`config.mk`:
```
export PLATFORM = sky130hd
export DESIGN_NAME = wtg_ctrl
export DESIGN_NICKNAME = d
export VERILOG_FILES = /design/src/hdl/wtg_pkg.sv /design/src/hdl/wtg_ctrl.sv
export SDC_FILE = /design/constraint.sdc
export NUM_CORES = 1
export LEC_CHECK = 0
export ABC_CLOCK_PERIOD_IN_PS = 2200
export BUFFER_PORTS_ARGS = -buffer_cell sky130_fd_sc_hd__buf_2
export CORE_AREA = 2 2 39 41
export CTS_CLUSTER_DIAMETER = 40
export CTS_CLUSTER_SIZE = 10
export DETAILED_ROUTE_END_ITERATION = 8
export DIE_AREA = 0 0 41 43
export GPL_TIMING_DRIVEN = 0
export PLACE_DENSITY = 0.68
export SYNTH_ARGS = -nofsm -noshare
export SYNTH_HDL_FRONTEND = slang
export SYNTH_SLANG_ARGS = --single-unit
```
`constraint.sdc`:
```
create_clock -name clk -period 2.2 [get_ports clk]
set_input_delay 0.44 -clock clk [delete_from_list [all_inputs] [get_ports clk]]
set_output_delay 0.44 -clock clk [all_outputs]
set_load 0.02 [all_outputs]
```
`src/hdl/wtg_pkg.sv`:
```
`timescale 1ns / 1ps
`default_nettype none
package wtg_pkg;
  localparam logic [63:0] GOLDEN = 64'h9e3779b97f4a7c15;
  localparam logic [63:0] MIX1 = 64'hbf58476d1ce4e5b9;
  localparam logic [63:0] MIX2 = 64'h94d049bb133111eb;

  localparam logic [1:0] REG_WIDTH  = 2'd0;
  localparam logic [1:0] REG_HEIGHT = 2'd1;
  localparam logic [1:0] REG_COLORS = 2'd2;
  localparam logic [1:0] REG_SEED   = 2'd3;

  // draw purpose codes
  typedef enum logic [2:0] {
    DR_WEST, DR_SOUTH, DR_NORTH, DR_EAST, DR_SEED
  } draw_sel_t;

  typedef struct packed {
    logic      start;     // begin a tile
    logic      restart;   // load seed and latched sizes
    logic      draw_go;   // run one generator draw
    draw_sel_t draw_sel;
    logic      use_prev;  // take west from previous east
    logic      use_line;  // take south from line store
    logic      line_rd;   // read line store at current column
    logic      finish;    // commit tile, load output register
    logic      idle_out;  // load an invalid result
  } wtg_cmd_t;

  typedef struct packed {
    logic draw_done;
    logic done_flag;
    logic first_col;
    logic first_row;
  } wtg_sts_t;
endpackage
`default_nettype wire

```
`src/hdl/wtg_ctrl.sv`:
```
`timescale 1ns / 1ps
`default_nettype none
module wtg_ctrl (
  input  wire logic              clk,
  input  wire logic              rst,
  input  wire logic              in_valid,
  output logic                   in_ready,
  input  wire logic              restart,
  output logic                   out_valid,
  input  wire logic              out_ready,
  input  wire wtg_pkg::wtg_sts_t sts,
  output wtg_pkg::wtg_cmd_t      cmd
);
  import wtg_pkg::*;

  typedef enum logic [2:0] {S_IDLE, S_CHECK, S_DRAW, S_WAIT, S_OUT} state_t;
  state_t state;
  draw_sel_t step;

  assign in_ready = (state == S_IDLE) && !out_valid;

  always_comb begin
    cmd = '0;
    cmd.restart = in_valid && in_ready && restart;
    cmd.line_rd = (state == S_CHECK);
    // no draw when south comes from the line store
    cmd.draw_go = (state == S_DRAW) && !((step == DR_SOUTH) && !sts.first_row);
    cmd.draw_sel = step;
    cmd.use_prev = (state == S_CHECK) && !sts.first_col;
    cmd.use_line = (state == S_DRAW) && (step == DR_SOUTH) && !sts.first_row;
    cmd.finish = (state == S_OUT);
    cmd.idle_out = (state == S_CHECK) && sts.done_flag;
    cmd.start = in_valid && in_ready;
  end

  always_ff @(posedge clk) begin
    if (rst) begin
      state <= S_IDLE; out_valid <= 1'b0; step <= DR_WEST;
    end else begin
      if (out_valid && out_ready) out_valid <= 1'b0;
      case (state)
        S_IDLE: if (cmd.start) state <= S_CHECK;
        S_CHECK: begin
          if (sts.done_flag) begin
            out_valid <= 1'b1; state <= S_IDLE;
          end else begin
            step <= sts.first_col ? DR_WEST : DR_SOUTH;
            state <= S_DRAW;
          end
        end
        S_DRAW: begin
          if (step == DR_SOUTH && !sts.first_row) step <= DR_NORTH;
          else state <= S_WAIT;
        end
        S_WAIT: if (sts.draw_done) begin
          if (step == DR_SEED) state <= S_OUT;
          else begin
            step <= draw_sel_t'(step + 3'd1);
            state <= S_DRAW;
          end
        end
        S_OUT: begin
          out_valid <= 1'b1; state <= S_IDLE;
        end
        default: state <= S_IDLE;
      endcase
    end
  end

`ifndef SYNTH
  a_no_accept_busy: assert property (@(posedge clk) disable iff (rst)
    (state != S_IDLE) |-> !in_ready) else $error("input taken while busy");
  a_finish_out: assert property (@(posedge clk) disable iff (rst)
    (state == S_OUT) |=> out_valid) else $error("result not presented");
  a_hold_out: assert property (@(posedge clk) disable iff (rst)
    (out_valid && !out_ready) |=> out_valid) else $error("result dropped");
`endif
endmodule
`default_nettype wire

```
### Word level (Yosys, flattened, before mapping)

Cells that the tools add are included.

| storage, ports and cells | value |
|---|---|
| flip-flop bits (word level) | 7 |
| input port bits | 9 |
| output and inout bits | 13 |
| word-level logic and storage cells | 49 |

| cells by class | value |
|---|---|
| $add $sub $neg | 1 |
| equal/unequal tests | 12 |
| mux-type cells | 15 |
| reductions and logical operators | 18 |

Operator list:

| kind | count |
|---|---|
| $mux 3 | 8 |
| $ne 2x2->1 const B | 6 |
| $pmux 3 s4 | 1 |
| $logic_and 1x1->1 | 10 |
| $pmux 3 s3 | 1 |
| $eq 3x1->1 const B | 2 |
| $eq 3x2->1 const B | 2 |
| $eq 3x3->1 const B | 2 |
| $reduce_and 5->1 | 1 |
| $logic_not 1->1 | 4 |
| $add 3x1->3 const B | 1 |
| $logic_not 3->1 | 1 |
| $mux 1 | 3 |
| $reduce_and 3->1 | 1 |
| $reduce_bool 3->1 | 1 |
| $mux 2 | 1 |
| $pmux 1 s2 | 1 |

### Logic depth before layout (Yosys ltp)

| depth | value |
|---|---|
| depth in word-level cells | 5 |
| mapped depth | 7 |
| depth with buffers taken out | 7 |

### Worst setup path after synthesis

OpenSTA, ideal clock, no wires.

| timing | value |
|---|---|
| path type | register -> output |
| start point | reg state[0] |
| end point | out cmd[9] in the netlist's numbering |
| arrival time | 1.662 ns |
| path slack | 0.098 ns |
| stages on the path, launching flop included | 4 |
| cells stage by stage | dfxtp_1 -> buf_4 -> nor4_1 -> and3_1 |

RTL lines:

| item | line | text |
|---|---|---|
| start, declared | wtg_ctrl.sv:17 | `state_t state;` |
| start signal, assigned | wtg_ctrl.sv:38 | `state <= S_IDLE; out_valid <= 1'b0; step <= DR_WEST;` |
| start signal, assigned | wtg_ctrl.sv:42 | `S_IDLE: if (cmd.start) state <= S_CHECK;` |
| start signal, assigned | wtg_ctrl.sv:45 | `out_valid <= 1'b1; state <= S_IDLE;` |
| end, declared | wtg_ctrl.sv:12 | `output wtg_pkg::wtg_cmd_t cmd` |

==> metrics.md <==
| Metric | Value |
|---|---|
| Final cell count without fillers | 106 |
| Share of layout cells above drive strength 1 | 33.33% |
| Clk buf depth | 2 |
| Mapped Area | 525.5 um^2 |
| Reg2reg path depth | 6 |
| Port Buffers | 21 |
| Power share of the combinational group | 32.1% |
| Worst Hold Class | in2reg |
| Post_cts resized | 0 |
| Largest area contributor in the netlist | dfxtp_1 |
| DR vias/cell | 5.245 |
| Critical Path End Type | output pin |
| Setup violations, final | 0 |
| # clock sinks | 7 |
| Remaining routing DRC violations | 0 |
| F_max | 519.6 MHz |
| Clock tree from TritonCTS | yes |
| Hold-fix buffers, CTS | 0 |
| Cells after DPL | 102 |
| Worst-Skew Late Latency | 0.26 ns |
| Clock skew | 0.0003554 ns |
| Sw Ratio | 34.73% |
| Core Box Area | 1384 um^2 |
| PD cells | 580.9 nW/um^2 |
| Most used DFF post-synth | dfxtp_1 |
| Worst Tran Pin Value | 0.4425 ns |
| Worst reg2reg setup slack | 0.35 ns |
| Post-CTS Setup Repair Bufs | 0 |
| Area contributors post-synth | dfxtp_1, ha_1, a21oi_1 |
| Startpoint Class | register |
| Starting DRC count in detailed routing | 10 |
| Die Ht | 43 um |
| EDFF count, synth | 0 |
| Synthesized flop and latch total | 7 |
| Fin crit share | 87.49% |
| Maximum vdd ir drop | 276.1 uV |
| Clock power share | 31.4% |
| TNS Setup | 0 ns |
| Max-slew violations | 0 |
| R2R Path Start | step[0] |
| CP Class | reg2out |
| Syn avg cell area | 8.085 um^2 |
| Largest net degree at the start of global routing | 11 |
| GR Util All Layers | 17.93% |
| Hold worst-path end | step[1] |
| Syn nets | 77 |
| Pint | 0.2567 mW |
| Initial antenna violation count | 0 |
| First-pass GRT wire length | 2090 um |
| Critical register-to-register path endpoint | step[1] |
| Hold path cells | 2 |
| Die width | 41 um |
| Grt ovf | 0 |
| Status | finished clean |
| Initial Util | 37.97% |
| P&R area growth vs syn | 28.81% |
| Routed Antenna Nets | 0 |
| GP Congestion | 0.8674 |
| CP required | 1.76 ns |
| IO Pins | 22 |
| RSZ-0062 raised after global routing | false |
| Root buffer cell | clkbuf_4 |
| Vias in the first global route | 474 |
| CTS Buf Count | 3 |
| Final #Nets | 103 |
| Sequential share of power | 36.5% |
| Fin. Hold Viols | 0 |
| Drt pass-1 iters | 4 |
| Clock transition at path regs | 0.06 ns |
| Full die area | 1763 um^2 |
| Max Fanout on Critical Path | 10 |
| Total power | 0.3932 mW |
| Seq/Total Area, Yosys | 26.67% |
| Inserted Diodes | 0 |
| Number of max-cap violations | 0 |
| Yosys top cell area share | 26.67% |
| Pleak | 0.3354 nW |
| Total number of vias | 556 |
| Yosys cell types | 30 |
| Sw Pwr | 0.1366 mW |
| Row Count | 14 |
| Slew headroom | 70.41% |
| Post-Synthesis Cells | 65 |
| YS warnings | 0 |
| H-tree levels | 1 |
| DP HPWL | 969.9 um |
| Total length of routed wires | 1237 um |
| Fin crit period | 1.925 ns |
| Synth async-reset ratio | 0% |
| CP arrival | 1.48 ns |
| WL/cell | 11.67 um |
| Hold Crit Start | rst |
-- kinds of logic (layout without fill, tap and decap cells) --
logic type | count (synthesis) | count (layout) | share of synthesized area (%)
AND/OR/NAND/NOR | 31 | 31 | 36.67
AO/OA/AOI/OAI | 16 | 16 | 20.24
buffers and inverters | 8 | 33 | 9.286
flip-flops | 7 | 7 | 26.67
adder cells (fa/ha/maj) | 3 | 3 | 7.144
-- synth_stat cells, types with 2 or more instances --
cell type and number:
buf_6 2, a21oi_1 6, nor4_1 2, nand2_1 3, ha_1 3, nor3_1 5, a21o_1 2, dfxtp_1 7
nor2_1 6, inv_1 5, and2_1 3, nor3b_1 2, nand2b_4 2
-- power groups by stage --
stage / Clock (mW) / Combinational, mW / Sequential [mW]
after floorplan: 0 / 0.0839 / 0.149
after global placement: 0 / 0.125 / 0.146
after CTS: 0.126 / 0.127 / 0.144
final: 0.123 / 0.126 / 0.144
after detailed placement: 0 / 0.126 / 0.147
after global routing: 0.133 / 0.141 / 0.145
-- state kept, by name, indices dropped and copies added (netlist names) --
signal / cells
out_valid: 1
step: 3
state: 3
-- metrics by stage --
step                      worst slack, ns  utilization [%]  hold WS, ns  instance area, um^2
final                              0.2753            48.92       0.4326                676.9
after global routing               0.1562            48.92       0.4431                676.9
after CTS                          0.2663            48.92       0.4298                676.9
after detailed placement           0.3431            47.02       0.5233                650.6
after global placement             0.3824            47.02       0.4990                650.6
after floorplan                   0.09838                -       0.5091                525.5
-- cell usage in the layout, fill, tap and decap left out, drive strengths merged --
cell,Yosys,final
a31oi,1,1
o32ai,1,1
a221oi,1,1
a21oi,6,6
nor3b,2,2
or4,1,1
nand2,3,3
a211oi,1,1
o32a,1,1
o22ai,1,1
inv,5,5
a21o,2,2
o21ai,1,1
and2,3,3
clkbuf,0,4
nand2b,3,3
dfxtp,7,7
and3b,1,1
nor2,6,6
or3b,1,1
nor4,2,2
or2b,1,1
nand3b,1,1
nor3,5,5
buf,3,24
a311oi,1,1
ha,3,3
and3,2,2
-- critical path: stages, from the launching register on --
cell and delay (ns):
dfxtp_1 0.33, buf_4 0.17, nor4_1 0.37, and3_1 0.20, buf_2 0.16
-- routing by layer --
layer	wire (um)	global-route usage, %
met1	555	24.03
met2	578	24.06
met3	73	6.283
met4	29	10.00
met5	0	0
-- worst max path at each step --
| stage | startpoint | end | slack, ns | cells after the start |
|---|---|---|---|---|
| final | state[0] | cmd[9] | 0.28 | 4 |
| after global routing | state[0] | cmd[9] | 0.16 | 4 |
| after CTS | state[0] | cmd[9] | 0.27 | 4 |
| after detailed placement | step[0] | step[1] | 0.34 | 6 |
| after global placement | step[0] | step[1] | 0.38 | 6 |
| after floorplan | state[0] | cmd[9] | 0.1 | 3 |
-- layout make-up --
type | instances | area [um^2]
Fill cell | 144 | 706.9
Multi-Input combinational cell | 50 | 336.6
Sequential cell | 7 | 140.1
Timing Repair Buffer | 21 | 105.1
Buffer | 3 | 30.03
Clock buffer | 4 | 26.28
Tap cell | 16 | 20.02
Inverter | 5 | 18.77
(Power assumes the default switching activity.)
